<file path="config.mk">
export PLATFORM = sky130hd
export DESIGN_NAME = dbp_queue
export DESIGN_NICKNAME = d
export VERILOG_FILES = /design/src/rtl/dbp_pkg.sv /design/src/rtl/dbp_queue.sv
export VERILOG_INCLUDE_DIRS = /design/src /design/src/rtl
export SDC_FILE = /design/constraint.sdc
export NUM_CORES = 1
export LEC_CHECK = 0
export BUFFER_PORTS_ARGS = -buffer_cell sky130_fd_sc_hd__buf_4
export CORE_ASPECT_RATIO = 1.25
export CORE_UTILIZATION = 45
export CTS_BUF_LIST = sky130_fd_sc_hd__clkbuf_4 sky130_fd_sc_hd__clkbuf_8
export DETAILED_ROUTE_END_ITERATION = 12
export PLACE_DENSITY = 0.7
export SYNTH_ARGS = -nofsm -noshare
export SYNTH_HDL_FRONTEND = slang
export SYNTH_SLANG_ARGS = --single-unit
</file>
<file path="constraint.sdc">
create_clock -name clk -period 8.6 [get_ports clk]
set_input_delay 2.58 -clock clk [delete_from_list [all_inputs] [get_ports clk]]
set_output_delay 2.58 -clock clk [all_outputs]
set_load 0.1 [all_outputs]
</file>
<file path="src/rtl/assert_macros.svh">
// assertion macros shared by the packer rtl
// no dependencies; define NO_ASSERTIONS to compile them out
`ifndef ASSERT_MACROS_SVH
`define ASSERT_MACROS_SVH
`ifndef NO_ASSERTIONS
// property must hold at every clock edge out of reset
`define DBP_ASSERT(name, clk, rst, prop) \
  name: assert property (@(posedge clk) disable iff (rst) (prop)) \
    else $error("dbp assertion failed");
// condition must never be seen out of reset
`define DBP_NEVER(name, clk, rst, cond) \
  name: assert property (@(posedge clk) disable iff (rst) !(cond)) \
    else $error("dbp forbidden condition seen");
`else
`define DBP_ASSERT(name, clk, rst, prop)
`define DBP_NEVER(name, clk, rst, cond)
`endif
`endif

</file>
<file path="src/rtl/dbp_pkg.sv">
// shared types, constants and helpers for the depth block delta packer
// no dependencies
`timescale 1ns / 1ps
`default_nettype none

package dbp_pkg;

  // configuration register indexes
  localparam logic [1:0] REG_SAMPLES = 2'd0;
  localparam logic [1:0] REG_BLOCKS  = 2'd1;

  localparam logic [15:0] RANGE_LIMIT = 16'd32767;
  localparam logic [4:0]  HDR_BITS    = 5'd20;
  localparam logic [6:0]  WORD_BITS   = 7'd64;

  // one finished block waiting to be packed
  typedef struct packed {
    logic        bank;
    logic [15:0] minimum;
    logic [15:0] range;
    logic        final_block;
  } desc_t;

  // bank handed back to the front once packed
  typedef struct packed {
    logic valid;
    logic bank;
  } rel_t;

  // one result beat
  typedef struct packed {
    logic        strobe;
    logic [63:0] word;
    logic [6:0]  bits;
    logic        clamped;
    logic        final_word;
    logic        last_of_run;
  } res_t;

  // bit length of a value below 2^15
  function automatic logic [3:0] bit_len15(input logic [14:0] v);
    logic [3:0] w;
    w = 4'd0;
    for (int i = 0; i < 15; i++) begin
      if (v[i]) w = 4'(i + 1);
    end
    return w;
  endfunction

endpackage

`default_nettype wire

</file>
<file path="src/rtl/dbp_queue.sv">
// two-entry queue of block descriptors between front and back
// depends on dbp_pkg
`timescale 1ns / 1ps
`default_nettype none
`include "assert_macros.svh"

module dbp_queue import dbp_pkg::*; (
  input  logic  clk,
  input  logic  rst,
  input  logic  push,
  input  desc_t din,
  input  logic  pop,
  output desc_t dout,
  output logic  nonempty
);

  desc_t      q [2];
  logic       wr_ptr;
  logic       rd_ptr;
  logic [1:0] count;

  always_ff @(posedge clk) begin
    if (push) q[wr_ptr] <= din;
  end

  always_ff @(posedge clk) begin
    if (rst) begin
      wr_ptr <= 1'b0;
      rd_ptr <= 1'b0;
      count  <= 2'd0;
    end else begin
      if (push) wr_ptr <= ~wr_ptr;
      if (pop) rd_ptr <= ~rd_ptr;
      if (push && !pop) count <= count + 2'd1;
      else if (pop && !push) count <= count - 2'd1;
    end
  end

  assign dout     = q[rd_ptr];
  assign nonempty = (count != 2'd0);

  // only two banks exist, so a third pending block cannot happen
  `DBP_NEVER(a_queue_overflow, clk, rst, push && !pop && count == 2'd2)

endmodule

`default_nettype wire

</file>
==> impl_results.md <==
* Outcome: finished, final reports clean
* Critical path's most frequent cell: buf_4
* Crit path DAT at 2090 ps
* Filler cells at 443
* Core area at 5740 µm²
* Root buffer cell: clkbuf_8
* Tmin final at ~4700 ps
* Most frequent cell after synthesis: edfxtp_1
* Tot Pwr at 905 µW
* Slowest-stage cell, CP: dfxtp_1
* Area of the multi-input gates at 488 µm²
* Critical Path End Type: primary output
* Hold_sp: count[1]
* Worst EP required at 6020 ps
* CTS H-Tree Depth at 3
* Worst Path Class, Setup: reg -> out
* Io pins at 73
* Reg area at 2140 µm²
* Worst IR Drop VDD at 0.000143 V
* Synthesized Nets at 166
* Placed cell areas at 3270 µm²
* Crit path capture: dout[28]
* Chip height at ~88 µm
* Mapped Cells at 127
* First-pass GRT wire length at about 7000 µm
* Max cap viols at 0
* WL final at 4750 µm
* Clock-pin slew on the worst setup and hold paths at 80 ps
* Pin count of the biggest net entering global routing at 35
* FF+latch count, synth at between 70 and 80
* Pwr dens at about 260 nW/µm²
* Antenna cells at 0
* Worst relative slew slack at a little over a third
* GR peak layer: met2
* Routed via count at 1389
* Initial antenna violation count at 0
* Routed Antenna Nets at 0
* Worst-Skew Late Latency at 330 ps
* Via-to-Cell Ratio at 4.98
* Slew @ Worst Pin at approximately 960 ps
* 1st-pass router iterations at 6
* Synth area leader: edfxtp_1
* Residual DRC at 0
* Ys flop type: edfxtp_1
* Hpwl dp at 3270 µm
* Post-synth EDFFs at 68
* Layout cell share with drive strength beyond 1 at 58.7%
* Cts bufs inserted at 9
* Reg2reg end: q[0][5]
* Final Hold Fails at 0
* Slew Limit Fails at 0
* Cell breakdown of the critical path: buf_4 -> mux2_2 -> buf_4
* Overflow after GRT at 0
* Starting density of the core at between 40 and 50%
* M2 GR Usage at 30.9%
* Max incr delay on CP at 730 ps
* Setup Fix Bufs, Post-CTS at 0
* Total track usage at between 10% and 20%
* Yosys top cell area share at between 70% and 80%
* M3 GR Usage at approximately 5.1%
* Fin nets at 247
* FF-to-FF setup slack at about 7100 ps
* Unrepaired setup endpoints after global routing: no
* Top cells by area, synth: edfxtp_1 77%, mux2_2 14%, dfxtp_1 3.8%
* CTS tree: built
* R2R depth at 1
* Die Width at just over 70 µm
* Design Area, Final at roughly 3500 µm²
* Placer congestion estimate at 0.647
* DR WL/cell at 17.0 µm
* Skew final at 5.97 ps
* Cell variety after synth at 16
* Final Setup Violations at 0
* Vias in the first global route at 1486
* Die ar. at just over 6000 µm²
* Critical path depth in cells at 3
* P&R area growth vs syn at 29.9%
* Syn Std Cell Area at 2670 µm²
* Post-synthesis area per instance at roughly 21 µm²
* CP bufs+invs at 2
* Register area share after synthesis at 80.4%
* Post-cts resize count at 0
* CP startpoint kind: flop
* Rows at 31
* Clock sinks at 73
* Min-delay worst type: reg -> reg
* Pleak at 1.31 nW
* Most instantiated cells after synthesis: 68 x edfxtp_1, 34 x mux2_2, 5 x dfxtp_1
* Async set-reset flop share out of synthesis at 0%
* 1st-iter DRT viols at 100
* Crit Path Max Fanout at 20
* Final period util at between 50% and 60%
* Yosys warnings at 0
* Largest delay share family, worst path: flip-flops
* FMAX at approximately 210 MHz
* Clk buf depth at 2
* Met1 track demand over resource at 14.4%
* Hold_buf cts at 0
* Fin Setup TNS at 0 ps
* Worst r2r src: wr_ptr
* IO Port Bufs at 72
-- power breakdown --
group	total (mW)	internal (mW)	leakage [nW]	switching [mW]
combinational	0.228	0.0564	0.539	0.172
clock	0.254	0.135	0.0931	0.119
sequential	0.422	0.413	0.680	0.00904
total	0.905	0.605	1.31	0.300
-- cells in the final DEF (no fill, tap or decap), drive strengths merged --
cell / count
a21oi: 1
and2: 1
buf: 74
bufinv: 1
clkbuf: 10
clkinv: 3
clkinvlp: 2
dfxtp: 5
edfxtp: 68
ha: 1
inv: 1
mux2: 34
nor2: 4
nor2b: 1
o21ai: 1
or2: 1
or3: 1
xnor2: 2
xor2: 2
-- kinds of logic after synthesis --
family,after synthesis,share of synthesized area (%)
muxes,34,14.4
adders and majority gates,1,0.469
DFF,73,80.4
xor gates and xnor gates,4,1.31
AOI/OAI and AO/OA,2,0.375
buffers and inverters,5,1.60
and+or+nand+nor,8,1.50
-- metal layers --
layer	vias up	wire [µm]
met5	-	0
li1	651	-
met1	705	1730
met4	0	53
met3	5	117
met2	28	2860
-- worst min path at each step --
stage	end	slack, ps	cells past startpoint
final	count[1]	510	2
after global routing	count[1]	550	2
after CTS	count[1]	510	2
after detailed placement	count[1]	500	2
after global placement	count[1]	460	2
after floorplan	count[1]	450	2
-- sequential cells by signal (all words and copies together) (netlist names), named ones only --
register	flops
rd_ptr	1
q	68
count	2
wr_ptr	1
-- through the flow --
stage	instances	hold slack, ps	util [%]	setup WS, ps
2_1_floorplan	127	447	-	4060
3_3_place_gp	263	458	57.0	4350
3_5_place_dp	263	500	57.0	4250
4_1_cts	279	510	60.3	3890
5_1_grt	279	554	60.3	3780
6_report	279	508	60.3	3930
-- area by class of cell --
class | instances | area share [%]
sequential | 73 | 61.9
timing repair buffer | 74 | 16.0
multi-input combinational | 49 | 14.1
clock buffer | 10 | 3.79
tap | 66 | 2.39
clock inverter | 6 | 1.70
inverter | 1 | 0.108
-- worst min-delay path, cell delays in order, from the launching register on --
cell and delay [ps]:
dfxtp_1 330, o21ai_0 80, a21oi_1 60
(Power assumes the default switching activity.)
