File: src/rtl/assert_macros.svh
// assertion macros shared by the packer rtl
// no dependencies; define NO_ASSERTIONS to compile them out
`ifndef ASSERT_MACROS_SVH
`define ASSERT_MACROS_SVH
`ifndef NO_ASSERTIONS
// property must hold at every clock edge out of reset
`define DBP_ASSERT(name, clk, rst, prop) \
  name: assert property (@(posedge clk) disable iff (rst) (prop)) \
    else $error("dbp assertion failed");
// condition must never be seen out of reset
`define DBP_NEVER(name, clk, rst, cond) \
  name: assert property (@(posedge clk) disable iff (rst) !(cond)) \
    else $error("dbp forbidden condition seen");
`else
`define DBP_ASSERT(name, clk, rst, prop)
`define DBP_NEVER(name, clk, rst, cond)
`endif
`endif

File: src/rtl/dbp_pkg.sv
// shared types, constants and helpers for the depth block delta packer
// no dependencies
`timescale 1ns / 1ps
`default_nettype none

package dbp_pkg;

  // configuration register indexes
  localparam logic [1:0] REG_SAMPLES = 2'd0;
  localparam logic [1:0] REG_BLOCKS  = 2'd1;

  localparam logic [15:0] RANGE_LIMIT = 16'd32767;
  localparam logic [4:0]  HDR_BITS    = 5'd20;
  localparam logic [6:0]  WORD_BITS   = 7'd64;

  // one finished block waiting to be packed
  typedef struct packed {
    logic        bank;
    logic [15:0] minimum;
    logic [15:0] range;
    logic        final_block;
  } desc_t;

  // bank handed back to the front once packed
  typedef struct packed {
    logic valid;
    logic bank;
  } rel_t;

  // one result beat
  typedef struct packed {
    logic        strobe;
    logic [63:0] word;
    logic [6:0]  bits;
    logic        clamped;
    logic        final_word;
    logic        last_of_run;
  } res_t;

  // bit length of a value below 2^15
  function automatic logic [3:0] bit_len15(input logic [14:0] v);
    logic [3:0] w;
    w = 4'd0;
    for (int i = 0; i < 15; i++) begin
      if (v[i]) w = 4'(i + 1);
    end
    return w;
  endfunction

endpackage

`default_nettype wire

File: src/rtl/dbp_front.sv
// sample intake: config registers, block min/max tracking, bank fill
// depends on dbp_pkg
`timescale 1ns / 1ps
`default_nettype none
`include "assert_macros.svh"

module dbp_front import dbp_pkg::*; #(
  parameter int MAX_BLOCK_SAMPLES = 256,
  parameter int MAX_BLOCKS = 4096,
  localparam int PW = $clog2(MAX_BLOCK_SAMPLES + 1),
  localparam int AW = (MAX_BLOCK_SAMPLES > 1) ? $clog2(MAX_BLOCK_SAMPLES) : 1,
  localparam int BW = $clog2(MAX_BLOCKS + 1)
) (
  input  logic          clk,
  input  logic          rst,
  input  logic          start,
  input  logic [15:0]   depth_sample,
  output logic          busy,
  input  logic          cfg_write,
  input  logic [1:0]    cfg_index,
  input  logic [12:0]   cfg_data,
  output logic          restart,
  output logic [PW-1:0] n_eff,
  output logic          mem_we,
  output logic [AW:0]   mem_waddr,
  output logic [15:0]   mem_wdata,
  output logic          push,
  output desc_t         desc,
  input  rel_t          bank_free
);

  logic [8:0]    samples_per_block;
  logic [12:0]   blocks_per_section;
  logic [PW-1:0] sample_pos;
  logic [BW-1:0] block_pos;
  logic [BW-1:0] b_eff;
  logic [15:0]   run_min;
  logic [15:0]   run_max;
  logic          fill_bank;
  logic [1:0]    bank_busy;
  logic [1:0]    bank_busy_next;
  logic          accept;
  logic          blk_end;
  logic          sec_end;
  logic [15:0]   s_min;
  logic [15:0]   s_max;

  // out-of-range register values act as the nearest legal value
  always_comb begin
    if (samples_per_block == 9'd0) n_eff = PW'(1);
    else if (32'(samples_per_block) > MAX_BLOCK_SAMPLES) n_eff = PW'(MAX_BLOCK_SAMPLES);
    else n_eff = PW'(samples_per_block);
    if (blocks_per_section == 13'd0) b_eff = BW'(1);
    else if (32'(blocks_per_section) > MAX_BLOCKS) b_eff = BW'(MAX_BLOCKS);
    else b_eff = BW'(blocks_per_section);
  end

  assign busy    = bank_busy[fill_bank];
  assign accept  = start && !busy;
  assign s_min   = (depth_sample < run_min) ? depth_sample : run_min;
  assign s_max   = (depth_sample > run_max) ? depth_sample : run_max;
  assign blk_end = accept && ((PW+1)'(sample_pos) + (PW+1)'(1) >= (PW+1)'(n_eff));
  assign sec_end = blk_end && ((BW+1)'(block_pos) + (BW+1)'(1) >= (BW+1)'(b_eff));
  assign restart = cfg_write && (cfg_index == REG_SAMPLES || cfg_index == REG_BLOCKS);

  assign mem_we    = accept;
  assign mem_waddr = {fill_bank, sample_pos[AW-1:0]};
  assign mem_wdata = depth_sample;

  assign push             = blk_end;
  assign desc.bank        = fill_bank;
  assign desc.minimum     = s_min;
  assign desc.range       = s_max - s_min;
  assign desc.final_block = sec_end;

  // bank released by the back and bank claimed by a finished block
  always_comb begin
    bank_busy_next = bank_busy;
    if (bank_free.valid) bank_busy_next[bank_free.bank] = 1'b0;
    if (blk_end) bank_busy_next[fill_bank] = 1'b1;
  end

  always_ff @(posedge clk) begin
    if (rst) begin
      samples_per_block  <= 9'd256;
      blocks_per_section <= 13'd4096;
      sample_pos         <= '0;
      block_pos          <= '0;
      run_min            <= 16'hFFFF;
      run_max            <= 16'h0000;
      fill_bank          <= 1'b0;
      bank_busy          <= 2'b00;
    end else begin
      bank_busy <= bank_busy_next;
      if (blk_end) fill_bank <= ~fill_bank;
      if (cfg_write) begin
        unique case (cfg_index)
          REG_SAMPLES: samples_per_block  <= cfg_data[8:0];
          REG_BLOCKS:  blocks_per_section <= cfg_data;
          default: ;
        endcase
      end
      // a write to either config register drops the partial block and starts a new section
      if (restart) begin
        sample_pos <= '0;
        block_pos  <= '0;
        run_min    <= 16'hFFFF;
        run_max    <= 16'h0000;
      end else if (accept) begin
        if (blk_end) begin
          sample_pos <= '0;
          run_min    <= 16'hFFFF;
          run_max    <= 16'h0000;
          block_pos  <= sec_end ? '0 : block_pos + BW'(1);
        end else begin
          sample_pos <= sample_pos + PW'(1);
          run_min    <= s_min;
          run_max    <= s_max;
        end
      end
    end
  end

  // a finished block's bank stays owned by the back until it is packed
  `DBP_ASSERT(a_bank_claimed, clk, rst, blk_end |=> bank_busy[!fill_bank])

endmodule

`default_nettype wire

File: config.mk
export PLATFORM = sky130hd
export DESIGN_NAME = dbp_front
export DESIGN_NICKNAME = d
export VERILOG_FILES = /design/src/rtl/dbp_pkg.sv /design/src/rtl/dbp_front.sv
export VERILOG_INCLUDE_DIRS = /design/src /design/src/rtl
export SDC_FILE = /design/constraint.sdc
export NUM_CORES = 1
export LEC_CHECK = 0
export BUFFER_PORTS_ARGS = -buffer_cell sky130_fd_sc_hd__clkbuf_2
export CORE_ASPECT_RATIO = 1.1
export CORE_MARGIN = 2
export CORE_UTILIZATION = 57
export DETAILED_ROUTE_END_ITERATION = 7
export PLACE_DENSITY = 0.84
export SLEW_MARGIN = 20
export SYNTH_ARGS = -nofsm -noshare
export SYNTH_HDL_FRONTEND = slang
export SYNTH_SLANG_ARGS = --single-unit
File: constraint.sdc
create_clock -name clk -period 8.27 [get_ports clk]
set_clock_uncertainty 0.05 [all_clocks]
set_input_delay 1.654 -clock clk [delete_from_list [all_inputs] [get_ports clk]]
set_output_delay 1.654 -clock clk [all_outputs]
set_load 0.1 [all_outputs]
==> results of run 1 <==
-- cells by family after synthesis --
logic type | after synthesis
AND/OR/NAND/NOR | 279
multiplexers | 27
AO/OA/AOI/OAI | 176
XOR/XNOR | 36
buffers and inverters | 126
adder cells (fa/ha/maj) | 70
flip-flops | 79
-- final cells by class --
cell class	count	area share, %
Clock buffer	10	3.28
Sequential cell	79	22.7
Inverter	70	3.82
Multi-Input combinational cell	588	56.5
Timing Repair Buffer	114	9.91
Clock inverter	6	1.22
Tap cell	143	2.57
-- Yosys cell counts, types with 9 or more instances --
library cell  instances  share of area [%]
xnor2_1              19                2.8
nor2_1               51                3.2
nand2_1             129                8.1
nor3_1               12                1.0
inv_1                68                4.3
xor2_1               17                2.5
a21o_1               14                1.8
a211oi_1              9                1.1
o211ai_1             20                2.5
buf_4                27                3.4
mux2i_1              27                4.5
clkbuf_1             26                1.6
a21oi_1              68                5.7
dfxtp_1              79                 26
o21ai_0              30                2.5
or3_1                11                1.1
ha_1                 69                 14
nand3_1              30                2.5
-- power by group through the flow --
| stage | registers [µW] | clock network (µW) | logic, µW |
|---|---|---|---|
| 2_1_floorplan | 412 | 0 | 619 |
| 6_report | 408 | 427 | 782 |
| 4_1_cts | 407 | 429 | 782 |
| 5_1_grt | 410 | 449 | 825 |
| 3_3_place_gp | 415 | 0 | 772 |
| 3_5_place_dp | 416 | 0 | 780 |
-- per-stage QoR --
| step | worst slack, ps | cells | utilization (%) | hold WS, ps | power (µW) |
|---|---|---|---|---|---|
| 6_report | 356 | 1010 | 67.7 | 400 | 1620 |
| 5_1_grt | 107 | 1010 | 67.7 | 418 | 1680 |
| 4_1_cts | 454 | 1010 | 67.6 | 405 | 1620 |
| 3_5_place_dp | 480 | 994 | 64.6 | 397 | 1200 |
| 3_3_place_gp | 638 | 994 | 64.6 | 388 | 1190 |
| 2_1_floorplan | 6.93 | 793 | - | 382 | 1030 |
-- layer usage --
metal / global-route usage, % / wire (µm) / up-vias
li1: - / - / 2863
met1: 32.3 / 6150 / 2553
met2: 46.1 / 7190 / 174
met3: 3.95 / 735 / 28
met4: 10.3 / 272 / 0
met5: 0 / 0 / -
-- worst max-delay path: stages --
cell       delay (ps)
clkbuf_2          130
ha_1              360
nand4_2           170
nor4_1            360
a21bo_2           290
a31oi_4           240
buf_4             350
o21ai_0           180
ha_1              370
o21ai_1           110
a21boi_1          240
o211ai_1          200
and2_1            210
o311a_1           360
a31oi_4           280
mux2i_1           280
o2111ai_2         180
buf_12            200
-- placed cells by master (no fill, tap or decap), drive strengths merged, types with 9 or more instances in the layout --
cell,n
a211oi,9
a21o,14
a21oi,68
buf,13
clkbuf,111
dfxtp,79
ha,69
inv,68
mux2i,27
nand2,129
nand3,30
nor2,51
nor3,12
o211ai,20
o21ai,32
or3,11
xnor2,19
xor2,17
-- registers in the layout (all words and copies together) (netlist names) --
name	cells
block_pos	13
sample_pos	9
bank_busy	2
samples_per_block	9
blocks_per_section	13
fill_bank	1
run_min	16
run_max	16
-- how the worst max path moves through the flow --
stage	start	to	slack, ps	cells after the start
after floorplan	depth_sample[5]	desc[15]	7	18
after global placement	depth_sample[15]	desc[13]	640	19
after detailed placement	depth_sample[15]	desc[13]	480	18
after CTS	depth_sample[15]	desc[13]	450	18
after global routing	depth_sample[15]	desc[13]	110	18
final	depth_sample[15]	desc[13]	360	18
==> results.toml, run 1 <==
[run_status]
status = "completed"

[global_routing]
antenna_found_initial = 0
grt_pass1_wl_um = 24500
grt_max_degree = 50
overflow = 0
grt_pass1_vias = 5399
groute.usage.overall_pct = 26.5

[layout]
nNetsFinal = 969
area_growth_pct = 16.3
drive_gt1_share_pct = 18.0
n_fill_cell = 880
regArea_um2 = 1580
n_antenna_cell = 0
final_area_um2 = 6970
multi_input_area_um2 = 3940

[drt]
drcViolationCount = 0
drtPass1Iterations = 5
antenna_left = 0
wl_per_cell_um = 14.2
wl_um = 14400
vias = 5618
viasPerCell = 5.56
drt_iter0_markers = 262

[pwr]
leakagePower_uw = 0.00323
switching_share_pct = 46.6
pwr-share-seq_pct = 25.2
p_comb_share_pct = 48.4
clkPwrFrac_pct = 26.4
ir_drop_uv = 145
power_density_nw_per_um2 = 232
power_switching_uw = 753
internal_power_uw = 863

[logic_synthesis]
async_flop_share_pct = 0
synth_simple_gate_area_share_pct = 21.1
synth.distinct_cells = 55
ys_warn_count = 0
netlist_instances = 793
synth_compound_area_share_pct = 18.4
synthXorXnorAreaFrac_pct = 5.26
synth_fa_ha_area_share_pct = 14.7
ys_ff_latch = 79
synth_top_family_by_area = "simple AND/OR/NAND/NOR gates"
synthFlopType = "dfxtp_1"
synth_area_per_cell_um2 = 7.56
ys_seq_area_share_pct = 26.4
syn_area_um2 = 5990
synth.mux.area_fraction_pct = 4.51
syn_nets = 900
synth_edf_count = 0

[floorplan]
dieHeight_um = 112
die_w_um = 102
row_count = 39
initial_utilization_pct = 58.2
dieArea_um2 = 11400
boundaryPins = 109
core-area_um2 = 10300

[timing]
finalSetupTns_ps = 0
fin_crit_sh_pct = 95.7
finalSetupViolCount = 0
relSlewSlack_pct = 33.8
rsz0062_at_grt = "false"
period_needed_ps = 7910
max_freq_ghz = 0.126
maxSlewViolCount = 0
tightestPinTransition_ps = 991
hold_viol = 0

[setup_path]
regToRegSetupSlack_ps = 4470
cp.arrival_ps = 6210
r2r_start = "sample_pos[2]"
path_max_fanout = 32
worstSetupStartpointType = "input pin"
critical_path_class = "in2out"
r2r_cells = 13
crit_path_end_kind = "output pin"
cp.required_ps = 6570
regToRegEndpoint = "run_min[5]"

[hold_path]
worstHoldEndpoint = "run_max[9]"
min-delay-start = "run_max[9]"
min_path_cells = 2
min_path_type = "reg2reg"

[placement]
hpwl_um = 10700
gp_routability_congestion = 0.898
dpl_cell_area_um2 = 6650
port_buffers = 108

[cts]
clkTransAtPathRegs_ps = 60
cts-root-buf = "clkbuf_16"
clock_latency_ps = 350
htree_levels = 3
clock_path_buffers = 2
cts-hold-fix-buffers = 0
clock_sinks = 79
cts_tree = "done"
numCtsBuffers = 9
post_cts_resize_count = 0
post_cts_buffers = 0

[flow_run]
maxCapViolations = 0
(Power assumes the default switching activity.)
==> inputs of run 2 (changes only) <==
==> constraint.sdc (replaced) <==
create_clock -name clk -period 8.27 [get_ports clk]
set_clock_uncertainty 0.05 [all_clocks]
set_input_delay 0.827 -clock clk [delete_from_list [all_inputs] [get_ports clk]]
set_output_delay 0.827 -clock clk [all_outputs]
set_load 0.1 [all_outputs]
==> results.toml, run 2 (synthesized netlist as in run 1, its figures left out) <==
[global_routing]
grt_pass1_wl_um = 23200
antenna_found_initial = 0
grt_max_degree = 50
overflow = 0
groute.usage.overall_pct = 24.7
grt_pass1_vias = 5154

[timing]
timing.hold.ws_ps = 400
finalSetupTns_ps = 0
rsz0062_at_grt = "false"
finalSetupViolCount = 0
fin_crit_sh_pct = 85.1
maxSlewViolCount = 0
hold_viol = 0
tightestPinTransition_ps = 1110
period_needed_ps = 7040
relSlewSlack_pct = 26.1
max_freq_ghz = 0.142

[pwr]
leakagePower_uw = 0.00319
clkPwrFrac_pct = 28.3
switching_share_pct = 47.3
pwr-share-seq_pct = 26.2
power_density_nw_per_um2 = 229
internal_power_uw = 817
power_switching_uw = 735
p_comb_share_pct = 45.5
ir_drop_uv = 193

[cts]
htree_levels = 3
cts_tree = "done"
post_cts_buffers = 0
clkTransAtPathRegs_ps = 60
clock_sinks = 79
post_cts_resize_count = 0
cts-root-buf = "clkbuf_16"
cts-hold-fix-buffers = 0
clock_latency_ps = 340
numCtsBuffers = 9
clock_path_buffers = 2

[drt]
viasPerCell = 5.42
antenna_left = 0
drcViolationCount = 0
drtPass1Iterations = 4
vias = 5476
drt_iter0_markers = 252
wl_per_cell_um = 13.5
wl_um = 13700

[floorplan]
die_w_um = 102
dieHeight_um = 112
boundaryPins = 109
dieArea_um2 = 11400
core-area_um2 = 10300
row_count = 39
initial_utilization_pct = 58.2

[setup_path]
critPathLaunch = "depth_sample[15]"
path_max_fanout = 37
r2r_cells = 16
path_cells = "clkbuf_2 > ha_1 > nand4_2 > nor4_1 > a21bo_2 > a31oi_4 > mux2i_1 > ha_1 > fa_1 > nor2b_1 > o21ai_0 > a21boi_0 > o211ai_1 > and2_1 > o311a_1 > a31oi_2 > mux2i_1 > o2111ai_1 > clkbuf_2"
crit_path_end_kind = "output pin"
slowest_delay_ps = 720
r2r_start = "samples_per_block[4]"
cp.required_ps = 7390
worst-path-buf-inv = 2
cp_slowest_cell = "a31oi_4"
critical_path_class = "in2out"
crit_cells = 19
cp_top_family = "compound AO/OA/AOI/OAI gates"
cp.arrival_ps = 6160
worstSetupStartpointType = "input pin"

[hold_path]
min_path_cells = 2
min_path_type = "reg2reg"
min-delay-start = "run_max[13]"

[layout]
mostFrequentLayoutCells = "nand2_1 (129), clkbuf_2 (108), dfxtp_1 (79)"
final_common_cell = "nand2_1"
reg_top3 = "run_max (16), run_min (16)"
drive_gt1_share_pct = 16.7
n_antenna_cell = 0
area_growth_pct = 13.1
n_fill_cell = 879
nNetsFinal = 969

[flow_run]
maxCapViolations = 0

[placement]
hpwl_um = 10300
port_buffers = 108
gp_routability_congestion = 0.867

[run_status]
status = "completed"
[run 2: cell count changes in the layout (fill, tap and decap cells not counted), moves of 3 or more]
cell | before | now
o21ai_0 | 26 | 29
buf_12 | 7 | 0
clkinvlp_4 | 3 | 0
clkbuf_2 | 101 | 108
[run 2: cell type report]
class | count | area [µm²] | share of cell area (%)
multi-input combinational | 588 | 3840 | 56.7
sequential | 79 | 1580 | 23.3
timing repair buffer | 114 | 586 | 8.63
inverter | 70 | 263 | 3.87
clock buffer | 10 | 239 | 3.52
tap | 143 | 179 | 2.64
clock inverter | 6 | 91.3 | 1.35
[run 2: worst paths after layout]
path	end	slack, ps
worst max-delay path	desc[13]	1230
worst min-delay path	run_max[13]	400
worst max register to register	run_min[10]	4360
worst min register to register	run_max[13]	400
[run 2: layer usage]
layer / track usage [%] / vias up / wire length (µm)
met3: 2.95 / 17 / 636
met1: 31.4 / 2443 / 6210
li1: - / 2863 / -
met2: 42.5 / 153 / 6570
met5: 0 / - / 0
met4: 9.10 / 0 / 261
[run 2: power groups by stage]
stage	Clock [µW]	Combinational, µW	Sequential (µW)
after floorplan	0	601	412
final	439	707	407
after global placement	0	701	415
after global routing	461	750	409
after CTS	441	707	407
after detailed placement	0	705	415
[run 2: through the flow]
| step | cells | power, µW | area [µm²] | setup slack (ps) | utilization [%] |
|---|---|---|---|---|---|
| after floorplan | 793 | 1010 | 5990 | 211 | - |
| after global placement | 994 | 1120 | 6450 | 1430 | 62.7 |
| after detailed placement | 994 | 1120 | 6450 | 1310 | 62.7 |
| after CTS | 1010 | 1560 | 6780 | 1300 | 65.9 |
| after global routing | 1010 | 1620 | 6780 | 819 | 65.9 |
| final | 1010 | 1550 | 6780 | 1230 | 65.9 |
[run 2: worst register-to-register path: stages (launching register included)]
cell and delay, ps:
dfxtp_1 330, nor4_1 270, a21oi_1 100, nor2_1 140, ha_1 240, nand2b_1 140, a21o_1 170, a21o_1 180
a21oi_1 160, o21ai_0 180, a21o_1 270, o21ai_2 150, buf_4 230, inv_2 130, nor2_1 620, buf_4 300
o211ai_1 120
==> inputs of run 3 (changes only) <==
--- a/config.mk
+++ b/config.mk
@@ -11,7 +11,7 @@
 export CORE_MARGIN = 2
 export CORE_UTILIZATION = 57
 export DETAILED_ROUTE_END_ITERATION = 7
-export PLACE_DENSITY = 0.84
+export PLACE_DENSITY = 0.81
 export SLEW_MARGIN = 20
 export SYNTH_ARGS = -nofsm -noshare
 export SYNTH_HDL_FRONTEND = slang
==> constraint.sdc (replaced) <==
create_clock -name clk -period 7 [get_ports clk]
set_clock_uncertainty 0.05 [all_clocks]
set_input_delay 0.7 -clock clk [delete_from_list [all_inputs] [get_ports clk]]
set_output_delay 0.7 -clock clk [all_outputs]
set_load 0.1 [all_outputs]
==> results.toml, run 3 (synthesized netlist as in run 1, its figures left out) <==
[run_status]
status = "completed"

[cts]
clkTransAtPathRegs_ps = 60
numCtsBuffers = 9
cts_tree = "done"
clock_sinks = 79
post_cts_buffers = 0
htree_levels = 3
cts-hold-fix-buffers = 0
clock_path_buffers = 2
post_cts_resize_count = 0
cts-root-buf = "clkbuf_16"
clock_latency_ps = 340

[timing]
period_needed_ps = 6240
max_freq_ghz = 0.160
finalSetupTns_ps = 0
tightestPinTransition_ps = 1010
fin_crit_sh_pct = 89.2
finalSetupViolCount = 0
relSlewSlack_pct = 32.8
maxSlewViolCount = 0
rsz0062_at_grt = "false"
hold_viol = 0

[global_routing]
grt.met1_usage_pct = 33.0
grt_pass1_vias = 5152
grtUsageMet3_pct = 3.52
grt_most_used_layer = "met2"
grt_max_degree = 50
groute.usage.overall_pct = 25.3
grt.met2_usage_pct = 43.0
antenna_found_initial = 0
grt_pass1_wl_um = 23500
overflow = 0

[setup_path]
worstSetupStartpointType = "input pin"
regToRegEndpoint = "run_min[11]"
cp.arrival_ps = 5490
critPathLaunch = "depth_sample[13]"
crit_path_end_kind = "output pin"
path_max_fanout = 13
r2r_start = "samples_per_block[4]"
cp.required_ps = 6250
critical_path_class = "in2out"
r2r_cells = 16
regToRegSetupSlack_ps = 3550

[pwr]
power_density_nw_per_um2 = 276
finalPower_uw = 1890
leakagePower_uw = 0.00321
ir_drop_uv = 217

[layout]
final_area_um2 = 6840
final_common_cell = "nand2_1"
nNetsFinal = 971
area_growth_pct = 14.1
mostFrequentLayoutCells = "nand2_1 (129), clkbuf_2 (108), dfxtp_1 (79)"
regArea_um2 = 1580
drive_gt1_share_pct = 17.3
n_fill_cell = 901
post-route-util_pct = 66.4
n_antenna_cell = 0
reg_top3 = "run_max (16), run_min (16)"
multi_input_area_um2 = 3860

[drt]
antenna_left = 0
drt_iter0_markers = 264
wl_um = 14200
vias = 5600
viasPerCell = 5.53
drtPass1Iterations = 5
wl_per_cell_um = 14.1
drcViolationCount = 0

[floorplan]
boundaryPins = 109
die_w_um = 102
dieHeight_um = 112
initial_utilization_pct = 58.2
dieArea_um2 = 11400
row_count = 39
core-area_um2 = 10300

[hold_path]
min-delay-start = "run_max[4]"
min_path_cells = 2
worstHoldEndpoint = "run_max[4]"
min_path_type = "reg2reg"

[placement]
port_buffers = 108
dpl_cell_area_um2 = 6490
gp_routability_congestion = 0.858
hpwl_um = 10600

[flow_run]
maxCapViolations = 0
[run 3: through the flow]
stage               setup slack [ps]  hold slack [ps]  cells
global placement                 926              388    996
global route                     411              418   1012
floorplan                       21.3              382    793
CTS                              799              403   1012
finish                           759              400   1012
detailed placement               842              395    996
[run 3: worst max path at each step]
stage / to
2_1_floorplan: desc[15]
6_report: desc[13]
5_1_grt: desc[13]
3_3_place_gp: desc[13]
4_1_cts: desc[13]
3_5_place_dp: desc[13]
[run 3: cell type report]
cell class | instances | share of cell area, %
clock buffer | 10 | 3.49
clock inverter | 6 | 1.70
sequential | 79 | 23.1
inverter | 70 | 3.84
timing repair buffer | 116 | 8.78
multi-input combinational | 588 | 56.5
tap | 143 | 2.62
[run 3: power breakdown]
part	internal [µW]	switching (µW)	total, µW
registers	468	13.1	481
logic	178	668	845
clock network	361	199	560
total	1010	880	1890
[run 3: routing by layer]
layer | vias to the layer above | share of wire, %
li1 | 2863 | -
met1 | 2582 | 45
met2 | 141 | 50
met3 | 14 | 4.3
met4 | 0 | 1.2
met5 | - | 0
[run 3: worst max-delay path, cell delays in order]
cell and delay (ps):
clkbuf_2 120, ha_1 350, nand4_2 140, nor4_1 330, a21bo_2 280, a31oi_4 330
mux2i_1 170, ha_1 250, fa_1 410, nor2b_1 120, o21ai_0 110, a21boi_0 360
o211ai_1 220, and2_1 200, o311a_1 290, a31oi_2 390, mux2i_1 230, o2111ai_1 120
clkbuf_2 380
